File: src/hw/rtl/rmze_pkg.sv
// ----------------------------------------------------------------------------
// rmze_pkg: shared types and constants for the ZYX Euler angle extractor
// Holds the payload structs, the arctangent table and the fixed angle codes.
// ----------------------------------------------------------------------------
package rmze_pkg;

    localparam int CordicStages    = 16;
    localparam int ElementFracBits = 14;
    localparam int MaxStages       = 32;

    // CORDIC datapath width: operands up to 2^26 scaled by 2^20, plus growth
    localparam int XyW = 50;
    // angle accumulator in 2^-16 degree
    localparam int ZW  = 26;
    // square accumulator: sum of two squares of 16-bit values, scaled by 2^16
    localparam int SqW = 50;
    localparam int HW  = 25;

    localparam logic signed [ZW-1:0] Deg180   = ZW'(11796480);
    localparam logic signed [15:0]   Deg90Out = 16'sd11520;
    localparam logic signed [15:0]   AngLimit = 16'sd23040;
    localparam logic [7:0]           MarginReset = 8'd7;

    typedef enum logic [1:0] {
        LOCK_NONE = 2'd0,
        LOCK_POS  = 2'd1,
        LOCK_NEG  = 2'd2
    } t_lock;

    typedef struct packed {
        logic signed [15:0] elem_r0c0;
        logic signed [15:0] elem_r1c0;
        logic signed [15:0] elem_r2c0;
        logic signed [15:0] elem_r0c1;
        logic signed [15:0] elem_r1c1;
        logic signed [15:0] elem_r2c1;
        logic signed [15:0] elem_r2c2;
    } t_in;

    typedef struct packed {
        logic signed [15:0] angle_a;
        logic signed [15:0] angle_b;
        logic signed [15:0] angle_c;
        logic [1:0]         lock_case;
    } t_out;

    // one CORDIC lane between cells
    typedef struct packed {
        logic signed [XyW-1:0] x;
        logic signed [XyW-1:0] y;
        logic signed [ZW-1:0]  z;
        logic                  zero;
    } t_lane;

    function automatic logic signed [ZW-1:0] atan_tab(input int i);
        logic signed [ZW-1:0] v;
        case (i)
            0:  v = ZW'(2949120);
            1:  v = ZW'(1740967);
            2:  v = ZW'(919879);
            3:  v = ZW'(466945);
            4:  v = ZW'(234379);
            5:  v = ZW'(117304);
            6:  v = ZW'(58666);
            7:  v = ZW'(29335);
            8:  v = ZW'(14668);
            9:  v = ZW'(7334);
            10: v = ZW'(3667);
            11: v = ZW'(1833);
            12: v = ZW'(917);
            13: v = ZW'(458);
            14: v = ZW'(229);
            15: v = ZW'(115);
            16: v = ZW'(57);
            17: v = ZW'(29);
            18: v = ZW'(14);
            19: v = ZW'(7);
            20: v = ZW'(4);
            21: v = ZW'(2);
            22: v = ZW'(1);
            default: v = '0;
        endcase
        return v;
    endfunction

    // pre-rotation into the right half plane, then scale by 2^20
    function automatic t_lane lane_init(input logic signed [26:0] y,
                                        input logic signed [26:0] x);
        t_lane l;
        logic signed [XyW-1:0] xe;
        logic signed [XyW-1:0] ye;
        xe = XyW'(x);
        ye = XyW'(y);
        l.zero = (x == '0) && (y == '0);
        if (x < 0) begin
            l.z = (y >= 0) ? Deg180 : -Deg180;
            xe = -xe;
            ye = -ye;
        end else begin
            l.z = '0;
        end
        l.x = xe <<< 20;
        l.y = ye <<< 20;
        return l;
    endfunction

    // round to 1/128 degree and saturate
    function automatic logic signed [15:0] lane_out(input t_lane l);
        logic signed [ZW:0] r;
        r = (ZW+1)'(l.z) + (ZW+1)'(256);
        r = r >>> 9;
        if (l.zero) begin
            return '0;
        end else if (r > (ZW+1)'(AngLimit)) begin
            return AngLimit;
        end else if (r < -(ZW+1)'(AngLimit)) begin
            return -AngLimit;
        end
        return 16'(r);
    endfunction

endpackage

File: src/hw/rtl/rmze_cordic_cell.sv
// ----------------------------------------------------------------------------
// rmze_cordic_cell: one vectoring micro-rotation on three lanes
// Rotates each lane towards the x axis and hands it to the next cell.
// ----------------------------------------------------------------------------
module rmze_cordic_cell
    import rmze_pkg::*;
#(
    parameter int STEP = 0
) (
    input  logic   i_clk,
    input  t_lane  i_lane [3],
    input  logic [15:0] i_side,
    output t_lane  o_lane [3],
    output logic [15:0] o_side
);
    localparam logic signed [ZW-1:0] Ang = atan_tab(STEP);

    t_lane n_lane [3];

    always_comb begin
        for (int k = 0; k < 3; k++) begin
            n_lane[k] = i_lane[k];
            if (i_lane[k].y < 0) begin
                n_lane[k].x = i_lane[k].x - (i_lane[k].y >>> STEP);
                n_lane[k].y = i_lane[k].y + (i_lane[k].x >>> STEP);
                n_lane[k].z = i_lane[k].z - Ang;
            end else begin
                n_lane[k].x = i_lane[k].x + (i_lane[k].y >>> STEP);
                n_lane[k].y = i_lane[k].y - (i_lane[k].x >>> STEP);
                n_lane[k].z = i_lane[k].z + Ang;
            end
        end
    end

    always_ff @(posedge i_clk) begin
        o_lane <= n_lane;
        o_side <= i_side;
    end
endmodule

File: config.mk
export PLATFORM = sky130hd
export DESIGN_NAME = rmze_cordic_cell
export DESIGN_NICKNAME = d
export VERILOG_FILES = /design/src/hw/rtl/rmze_pkg.sv /design/src/hw/rtl/rmze_cordic_cell.sv
export SDC_FILE = /design/constraint.sdc
export NUM_CORES = 1
export LEC_CHECK = 0
export BUFFER_PORTS_ARGS = -buffer_cell sky130_fd_sc_hd__buf_2
export CAP_MARGIN = 20
export CELL_PAD_IN_SITES_DETAIL_PLACEMENT = 0
export CELL_PAD_IN_SITES_GLOBAL_PLACEMENT = 2
export CORE_MARGIN = 4
export CORE_UTILIZATION = 29
export DETAILED_ROUTE_END_ITERATION = 16
export PLACE_DENSITY_LB_ADDON = 0.25
export SLEW_MARGIN = 10
export SYNTH_ARGS = -nofsm -noshare
export SYNTH_HDL_FRONTEND = slang
export SYNTH_SLANG_ARGS = --single-unit
File: constraint.sdc
create_clock -name i_clk -period 2.9 [get_ports i_clk]
set_input_delay 0.435 -clock i_clk [delete_from_list [all_inputs] [get_ports i_clk]]
set_output_delay 0.435 -clock i_clk [all_outputs]
set_load 0.02 [all_outputs]
==> flow_summary.json <==
{
  "synth_most_common_cell": "a21oi_1",
  "vdd_ir_drop_max_mv": 0.5061,
  "seq_area_frac_synth_pct": 21.43,
  "dp_slack_ns": -1.101,
  "slowest_delay_ns": 0.44,
  "setup_viol": 0,
  "drt_iter0_markers": 3023,
  "ys_warn_count": 0,
  "layout-drive-gt1-share_pct": 37.20,
  "power_frac_clock_pct": 26.5,
  "fillers": 12948,
  "avgSynthCellArea_sq_um": 7.600,
  "wl_um": 187800,
  "async_flop_share_pct": 0,
  "crit_fanout": 3,
  "synthTopCellsByArea": "dfxtp_1, ha_1, a21oi_1, xnor2_1, inv_1",
  "grt_pass1_vias": 44029,
  "yosys.area.top_type_share_pct": 21.43,
  "fin_ws_ns": 0.02114,
  "cp_slowest_cell": "fa_2",
  "coreArea_sq_um": 125900,
  "syn_to_final_growth_pct": 56.03,
  "fin_crit_ns": 2.879,
  "worst_pin_slew_ns": 0.9886,
  "start_util_pct": 29.23,
  "max_freq_mhz": 347.4,
  "vias_per_cell": 4.975,
  "synth-main-ff-cell": "dfxtp_1",
  "synth_area_sq_um": 36800,
  "clk_pin_slew_worst_paths_ns": 0.06,
  "dp_hpwl_um": 159300,
  "internal_power_mw": 16.65,
  "drtAntennaViolNets": 0,
  "placed_area_sq_um": 53610,
  "grt-ovfl-total": 0,
  "synth_cell_types": 105,
  "relSlewSlack_pct": 34.09,
  "clk_path_buf_depth": 3,
  "synth_area_leader_cell": "dfxtp_1",
  "route.met3.wl_um": 13240,
  "antenna_found_initial": 56,
  "drc": 0,
  "power.density_nw_per_um2": 483.4,
  "cts_buffers": 52,
  "synth_top_cells_by_count": "a21oi_1, ha_1, inv_1",
  "htreeDepth": 2,
  "path_delay_family": "compound AO/OA/AOI/OAI gates",
  "swShare_pct": 40.01,
  "first_pass_iters": 5,
  "grt_usage_pct": 26.75,
  "cts_tree": "built",
  "fin_setup_tns_ns": 0,
  "vias": 43919,
  "final_util_pct": 45.61,
  "leakage_nw": 28.37,
  "combPwrFrac_pct": 48.0,
  "required_ns": 3.42,
  "switchingPower_mw": 11.10,
  "row_count": 130,
  "worst_setup_path_end_kind": "register",
  "stdcell_area_sq_um": 57420,
  "die_x_um": 364.2,
  "seqPwrFrac_pct": 25.5,
  "drv_slew": 0,
  "place.gp.congestion": 0.9705,
  "drt-wirelength-per-cell_um": 21.27,
  "cp-start-kind": "primary input",
  "grt_max_degree": 113,
  "worstPathCellList": "buf_4, ha_4, fa_2, nor2b_4, buf_4, o21ai_2, nand4_1, and2_1, a221o_2, o211ai_1, buf_4, o211a_4, o31a_1, o22ai_2, xnor2_1",
  "multi_input_area_sq_um": 27200,
  "fp.dieH_um": 364.2,
  "path_buf_inv": 3,
  "min_path_type": "primary input to register",
  "outcome": "complete, no violations",
  "final_nets": 8027,
  "crit_top_cell": "buf_4",
  "dieArea_sq_um": 132700,
  "grt_first_pass_wirelength_um": 270600,
  "highest_layer": "met5",
  "rsz0062_at_grt": "yes",
  "synth_nets": 5765,
  "wl_met1_um": 79210,
  "register_area_sq_um": 7888,
  "synth_edf_count": 0,
  "io_pins": 795,
  "post-route-period-util_pct": 99.27,
  "total_power_mw": 27.76,
  "cts_root_buffer": "clkbuf_16",
  "cts.sinks": 394,
  "portBuffers": 794,
  "hold_viol": 0,
  "worst_ep_arrival_time_ns": 3.39,
  "met2_length_um": 87420,
  "criticalPathCategory": "primary input to register",
  "syn-instance-count": 4842,
  "ys_ff_latch": 394,
  "max_cap_viol_count": 0
}
sequential cells by signal, summed over array words and instances (netlist names):
| name | count |
|---|---|
| o_lane | 378 |
| o_side | 16 |
placed cells by master, fill, tap and decap left out, types with 20 or more instances in the layout:
cell           instances
buf_4               1540
buf_2                789
a21oi_1              591
ha_1                 494
inv_1                460
dfxtp_1              394
nor2_1               382
o21ai_0              321
nand2_1              281
xnor2_1              279
o21bai_1             125
nor3_1                99
a21o_1                91
nand3_1               80
mux2i_1               75
dlygate4sd3_1         72
nand4_1               60
nor2b_1               59
clkbuf_16             54
o21a_1                50
o211ai_1              45
o31ai_1               43
nand2b_1              40
nor4_1                40
a211oi_1              34
xor2_1                32
o21ai_1               31
diode_2               30
and2_1                29
a21oi_2               23
a31oi_1               22
and3_1                20
o31a_1                20
layout make-up:
class                   count  share of cell area (%)
diodes                     30                  0.1308
clock buffers              67                   2.595
clock inverters            31                  0.7823
inverters                 480                   3.138
multi-input cells        3762                   47.37
flip-flops and latches    394                   13.74
well taps                1650                   3.596
repair buffers           2414                   28.65
worst paths after layout:
kind / start / slack, ns / end / cells after the start
worst max-delay path: i_lane[154] / 0.02 / o_lane[246]$_DFF_P_ / 15
worst min-delay path: i_lane[126] / 0.08 / o_lane[126]$_DFF_P_ / 2
stage by stage:
stage	cells	hold WS (ns)
after floorplan	4842	0.4627
after global placement	8614	0.5371
after detailed placement	8614	0.5389
after CTS	8786	0.005395
after global routing	8820	0.04304
final	8828	0.07579
what timing repair did:
action	4_1_cts	5_1_grt
pin swaps	8	63
endpoints found under the setup margin	50	114
setup buffers	2	12
resized for setup	35	180
hold buffers	72	0
endpoints found under the hold margin	74	0
power by group through the flow:
stage	logic [mW]	clock network, mW	registers [mW]
global placement	12.9	0	7.19
global route	14.2	7.77	7.16
CTS	13.0	7.59	7.08
finish	13.3	7.36	7.08
floorplan	4.87	0	8.43
detailed placement	12.9	0	7.18
kinds of logic (layout without fill, tap and decap cells):
group           count (synthesis)  count (layout)  share of synthesized area (%)
buf+inv                       686            2992                          7.225
simple gates                 1189            1189                          15.33
other cells                     0              30                              0
flops                         394             394                          21.43
fa+ha+maj                     525             525                          18.10
xor+xnor                      311             311                          7.402
compound gates               1660            1660                          28.41
mux                            77              77                          2.098
metal layers:
metal / GRT usage [%] / vias up
li1: - / 21553
met1: 33.52 / 20496
met2: 45.25 / 1524
met3: 5.155 / 324
met4: 10.39 / 22
met5: 0 / -
Power figures use the tool's default switching activity.
