==> src/hw/rtl/rmze_pkg.sv <==
// ----------------------------------------------------------------------------
// rmze_pkg: shared types and constants for the ZYX Euler angle extractor
// Holds the payload structs, the arctangent table and the fixed angle codes.
// ----------------------------------------------------------------------------
package rmze_pkg;

    localparam int CordicStages    = 16;
    localparam int ElementFracBits = 14;
    localparam int MaxStages       = 32;

    // CORDIC datapath width: operands up to 2^26 scaled by 2^20, plus growth
    localparam int XyW = 50;
    // angle accumulator in 2^-16 degree
    localparam int ZW  = 26;
    // square accumulator: sum of two squares of 16-bit values, scaled by 2^16
    localparam int SqW = 50;
    localparam int HW  = 25;

    localparam logic signed [ZW-1:0] Deg180   = ZW'(11796480);
    localparam logic signed [15:0]   Deg90Out = 16'sd11520;
    localparam logic signed [15:0]   AngLimit = 16'sd23040;
    localparam logic [7:0]           MarginReset = 8'd7;

    typedef enum logic [1:0] {
        LOCK_NONE = 2'd0,
        LOCK_POS  = 2'd1,
        LOCK_NEG  = 2'd2
    } t_lock;

    typedef struct packed {
        logic signed [15:0] elem_r0c0;
        logic signed [15:0] elem_r1c0;
        logic signed [15:0] elem_r2c0;
        logic signed [15:0] elem_r0c1;
        logic signed [15:0] elem_r1c1;
        logic signed [15:0] elem_r2c1;
        logic signed [15:0] elem_r2c2;
    } t_in;

    typedef struct packed {
        logic signed [15:0] angle_a;
        logic signed [15:0] angle_b;
        logic signed [15:0] angle_c;
        logic [1:0]         lock_case;
    } t_out;

    // one CORDIC lane between cells
    typedef struct packed {
        logic signed [XyW-1:0] x;
        logic signed [XyW-1:0] y;
        logic signed [ZW-1:0]  z;
        logic                  zero;
    } t_lane;

    function automatic logic signed [ZW-1:0] atan_tab(input int i);
        logic signed [ZW-1:0] v;
        case (i)
            0:  v = ZW'(2949120);
            1:  v = ZW'(1740967);
            2:  v = ZW'(919879);
            3:  v = ZW'(466945);
            4:  v = ZW'(234379);
            5:  v = ZW'(117304);
            6:  v = ZW'(58666);
            7:  v = ZW'(29335);
            8:  v = ZW'(14668);
            9:  v = ZW'(7334);
            10: v = ZW'(3667);
            11: v = ZW'(1833);
            12: v = ZW'(917);
            13: v = ZW'(458);
            14: v = ZW'(229);
            15: v = ZW'(115);
            16: v = ZW'(57);
            17: v = ZW'(29);
            18: v = ZW'(14);
            19: v = ZW'(7);
            20: v = ZW'(4);
            21: v = ZW'(2);
            22: v = ZW'(1);
            default: v = '0;
        endcase
        return v;
    endfunction

    // pre-rotation into the right half plane, then scale by 2^20
    function automatic t_lane lane_init(input logic signed [26:0] y,
                                        input logic signed [26:0] x);
        t_lane l;
        logic signed [XyW-1:0] xe;
        logic signed [XyW-1:0] ye;
        xe = XyW'(x);
        ye = XyW'(y);
        l.zero = (x == '0) && (y == '0);
        if (x < 0) begin
            l.z = (y >= 0) ? Deg180 : -Deg180;
            xe = -xe;
            ye = -ye;
        end else begin
            l.z = '0;
        end
        l.x = xe <<< 20;
        l.y = ye <<< 20;
        return l;
    endfunction

    // round to 1/128 degree and saturate
    function automatic logic signed [15:0] lane_out(input t_lane l);
        logic signed [ZW:0] r;
        r = (ZW+1)'(l.z) + (ZW+1)'(256);
        r = r >>> 9;
        if (l.zero) begin
            return '0;
        end else if (r > (ZW+1)'(AngLimit)) begin
            return AngLimit;
        end else if (r < -(ZW+1)'(AngLimit)) begin
            return -AngLimit;
        end
        return 16'(r);
    endfunction

endpackage

==> src/hw/rtl/rmze_sqrt_cell.sv <==
// ----------------------------------------------------------------------------
// rmze_sqrt_cell: one step of the restoring square root
// Resolves one result bit and hands the remainder and the item on.
// ----------------------------------------------------------------------------
module rmze_sqrt_cell
    import rmze_pkg::*;
#(
    parameter int STEP = 0
) (
    input  logic           i_clk,
    input  logic [SqW-1:0] i_rem,
    input  logic [SqW-1:0] i_res,
    input  t_in            i_item,
    output logic [SqW-1:0] o_rem,
    output logic [SqW-1:0] o_res,
    output t_in            o_item
);
    localparam logic [SqW-1:0] Bit = SqW'(1) << (SqW - 2 - 2*STEP);

    logic [SqW-1:0] n_rem;
    logic [SqW-1:0] n_res;

    always_comb begin
        if (i_rem >= i_res + Bit) begin
            n_rem = i_rem - (i_res + Bit);
            n_res = (i_res >> 1) + Bit;
        end else begin
            n_rem = i_rem;
            n_res = i_res >> 1;
        end
    end

    always_ff @(posedge i_clk) begin
        o_rem  <= n_rem;
        o_res  <= n_res;
        o_item <= i_item;
    end
endmodule

==> config.mk <==
export PLATFORM = sky130hd
export DESIGN_NAME = rmze_sqrt_cell
export DESIGN_NICKNAME = d
export VERILOG_FILES = /design/src/hw/rtl/rmze_pkg.sv /design/src/hw/rtl/rmze_sqrt_cell.sv
export SDC_FILE = /design/constraint.sdc
export NUM_CORES = 1
export LEC_CHECK = 0
export BUFFER_PORTS_ARGS = -buffer_cell sky130_fd_sc_hd__buf_4
export CAP_MARGIN = 20
export CORE_AREA = 2 2 166 168
export CTS_CLUSTER_DIAMETER = 80
export CTS_CLUSTER_SIZE = 8
export DETAILED_ROUTE_END_ITERATION = 7
export DIE_AREA = 0 0 168 170
export PLACE_DENSITY_LB_ADDON = 0.2
export SYNTH_ARGS = -nofsm -noshare
export SYNTH_HDL_FRONTEND = slang
export SYNTH_SLANG_ARGS = --single-unit
==> constraint.sdc <==
create_clock -name i_clk -period 7.6 [get_ports i_clk]
set_clock_uncertainty 0.05 [all_clocks]
set_input_delay 1.52 -clock i_clk [delete_from_list [all_inputs] [get_ports i_clk]]
set_output_delay 1.52 -clock i_clk [all_outputs]
set_load 0.02 [all_outputs]
==> key figures <==
Run status
  – Status: finished, final reports clean

Global routing
  – First-pass GRT wire length: 43800 um
  – Largest net degree at the start of global routing: 55
  – Total Routing Usage GR: 20.2%
  – GRT overflow: 0
  – Initial antenna violation count: 6
  – Vias in the first global route: 7322

Final layout
  – Layout Area Growth over Synthesis: 53.6%
  – Final std cell area, no fill: 12400 sq um
  – Nets: 1518
  – Layout cells sized above 1: 37.9%
  – FF/Latch Area: 4240 sq um
  – Fillers: 2622
  – Multi-input logic area: 3460 sq um

Setup path
  – Crit path from: i_rem[13]
  – Data arrival, critical path: 4.55 ns
  – Worst Setup End Kind: register
  – Crit path max fanout: 48
  – Startpoint Class: primary input
  – Critical path class: in2reg
  – Required time of the critical path: 7.99 ns
  – End of the critical path: o_rem[24]$_DFF_P_

Drt
  – DR iter-0 viols: 485
  – Router iterations before antenna repair: 7
  – Post-Route WL: 30600 um
  – DRC: 0
  – Drt wl/cell: 19.1 um
  – Vias: 7619
  – Vias per Instance: 4.76
  – ANT nets after route: 0

Synth
  – FFs w/ async S/R, synth: 0%
  – Post-synth net total: 1092
  – Yosys warns: 0
  – Syn avg cell area: 9.74 sq um
  – Synth Instances: 828
  – Cell variety after synth: 63
  – Cell area after synthesis: 8070 sq um
  – Register bit total from synthesis: 212
  – Post-synthesis sequential area ratio: 52.6%
  – Ys flop type: dfxtp_1
  – Post-synth EDFFs: 0

Floorplanning
  – Core Rows: 60
  – Die Wd: 168 um
  – Die footprint: 28600 sq um
  – Core Box Area: 26700 sq um
  – Initial Util: 30.3%
  – DIE HEIGHT: 170 um
  – # IOs: 425

STA
  – Period utilization: 54.7%
  – RSZ-0062 raised after global routing: no
  – Fin crit period: 4.16 ns
  – Fin Hold WS: 1.01 ns
  – Pins Over Slew Limit: 0
  – Final Hold Viols: 0
  – Setup violations, final: 0
  – Fmax: 241 MHz
  – Least-Margin Pin Slew: 0.703 ns
  – TNS Setup: 0 ns
  – Rel. slew slack: 52.6%

CTS
  – Post-CTS Setup Bufs: 0
  – Worst-path clk slew: 0.05 ns
  – CTS max path bufs: 3
  – Root Buffer: clkbuf_16
  – Post_cts resized: 0
  – Clk sink count: 212
  – H-tree lvl count: 1
  – Num CTS Buffers: 30
  – Hold-fix buffers, CTS: 0
  – TritonCTS clock tree: built

Placement
  – # port buffers: 424
  – Gpl congestion: 0.858
  – DP Area: 11500 sq um
  – HPWL Detailed: 24800 um

Job
  – Number of max-cap violations: 0

Power and ir drop
  – Pwr dens: 259 nW/um^2
  – Leakage: 6.05 nW
  – Peak VDD IR: 174 uV

Min path
  – Hold_sp: i_item[34]
  – Worst hold path type: in2reg
registers in the layout, summed over array words and instances, names as in the netlist:
signal / cells
o_res: 50
o_item: 112
o_rem: 50
kinds of logic (layout without fill, tap and decap cells):
family / after synthesis / in the layout / share of synthesized area, %
fa+ha+maj: 51 / 51 / 8.00
flops: 212 / 212 / 52.6
compound gates: 231 / 231 / 18.3
simple gates: 197 / 197 / 11.5
other cells: 0 / 6 / 0
buf+inv: 92 / 519 / 4.53
xor+xnor: 38 / 38 / 4.13
mux: 7 / 7 / 0.931
how the worst min path moves through the flow:
stage               slack (ns)  cells past startpoint             endpoint
finish                    1.01                      1   o_item[34]$_DFF_P_
global route              0.98                      1   o_item[38]$_DFF_P_
CTS                       0.99                      1   o_item[31]$_DFF_P_
detailed placement        1.58                      1  o_item[104]$_DFF_P_
global placement          1.57                      1    o_item[3]$_DFF_P_
floorplan                 1.50                      0    o_item[0]$_DFF_P_
power breakdown:
part / leakage (nW) / internal [mW] / switching (mW) / total, mW
clock: 0.396 / 0.710 / 0.476 / 1.19
combinational: 3.86 / 0.336 / 0.439 / 0.775
sequential: 1.79 / 1.22 / 0.0274 / 1.24
total: 6.05 / 2.26 / 0.942 / 3.21
worst max-delay path: stages:
cell and delay, ns:
buf_4 0.11, ha_1 0.43, and3_2 0.27, nand4_1 0.14, or3b_1 0.45, a21oi_2 0.25, o211ai_2 0.14, a311o_1 0.38
nand2_2 0.20, buf_12 0.25, mux2_2 0.37
layout by cell type, fill, tap and decap left out, types with 8 or more instances in the layout:
cell type | Yosys | layout
ha_1 | 50 | 50
xnor2_1 | 22 | 22
a21oi_1 | 77 | 77
a21o_1 | 27 | 27
inv_1 | 61 | 61
dfxtp_1 | 212 | 212
nand4_1 | 15 | 15
nor2_1 | 58 | 58
nand2_1 | 69 | 68
a211oi_1 | 9 | 9
xor2_1 | 16 | 16
nor2b_1 | 8 | 8
buf_4 | 0 | 424
o21ai_0 | 42 | 42
nand3_1 | 12 | 12
a31oi_1 | 9 | 9
o21bai_1 | 10 | 10
clkbuf_16 | 0 | 30
Yosys cell counts (4+ instances only):
| cell | count | area (sq um) |
|---|---|---|
| xor2_1 | 16 | 140 |
| o21a_1 | 7 | 52.6 |
| clkbuf_1 | 20 | 75.1 |
| o21ai_1 | 7 | 35.0 |
| buf_2 | 10 | 50.1 |
| and3_1 | 7 | 43.8 |
| nor2_1 | 58 | 218 |
| nor2b_1 | 8 | 50.1 |
| inv_1 | 61 | 229 |
| nor3b_1 | 4 | 30.0 |
| and4_1 | 4 | 35.0 |
| nand4_1 | 15 | 93.8 |
| o211ai_1 | 4 | 30.0 |
| nand2_1 | 69 | 259 |
| nand3_1 | 12 | 60.1 |
| a21oi_1 | 77 | 385 |
| dfxtp_1 | 212 | 4240 |
| o31ai_1 | 7 | 52.6 |
| a211oi_1 | 9 | 67.6 |
| nand2b_1 | 5 | 31.3 |
| a21o_1 | 27 | 203 |
| a31oi_1 | 9 | 56.3 |
| xnor2_1 | 22 | 193 |
| ha_1 | 50 | 626 |
| o21ai_0 | 42 | 210 |
| o21bai_1 | 10 | 75.1 |
| mux2_2 | 4 | 45.0 |
layout make-up:
| cell class | count | share of cell area [%] |
|---|---|---|
| antenna | 6 | 0.121 |
| clock buffer | 32 | 6.28 |
| clock inverter | 1 | 0.242 |
| inverter | 61 | 1.85 |
| multi-input combinational | 524 | 27.9 |
| sequential | 212 | 34.3 |
| tap | 341 | 3.45 |
| timing repair buffer | 425 | 25.9 |
stage by stage:
| stage | total power, mW | worst slack [ns] | util, % | instances |
|---|---|---|---|---|
| after floorplan | 1.69 | 3.41 | - | 828 |
| after global placement | 2.04 | 2.49 | 43.3 | 1562 |
| after detailed placement | 2.04 | 2.47 | 43.3 | 1562 |
| after CTS | 3.25 | 3.04 | 46.3 | 1595 |
| after global routing | 3.35 | 3.24 | 46.4 | 1597 |
| final | 3.21 | 3.44 | 46.5 | 1602 |
layer usage:
metal | track usage [%] | part of all wire [%] | up-vias
met4 | 6.05 | 2.9 | 0
met1 | 23.3 | 40 | 3522
met5 | 0 | 0 | -
li1 | - | - | 3719
met3 | 7.93 | 9.6 | 55
met2 | 34.5 | 47 | 323
(Power assumes the default switching activity.)
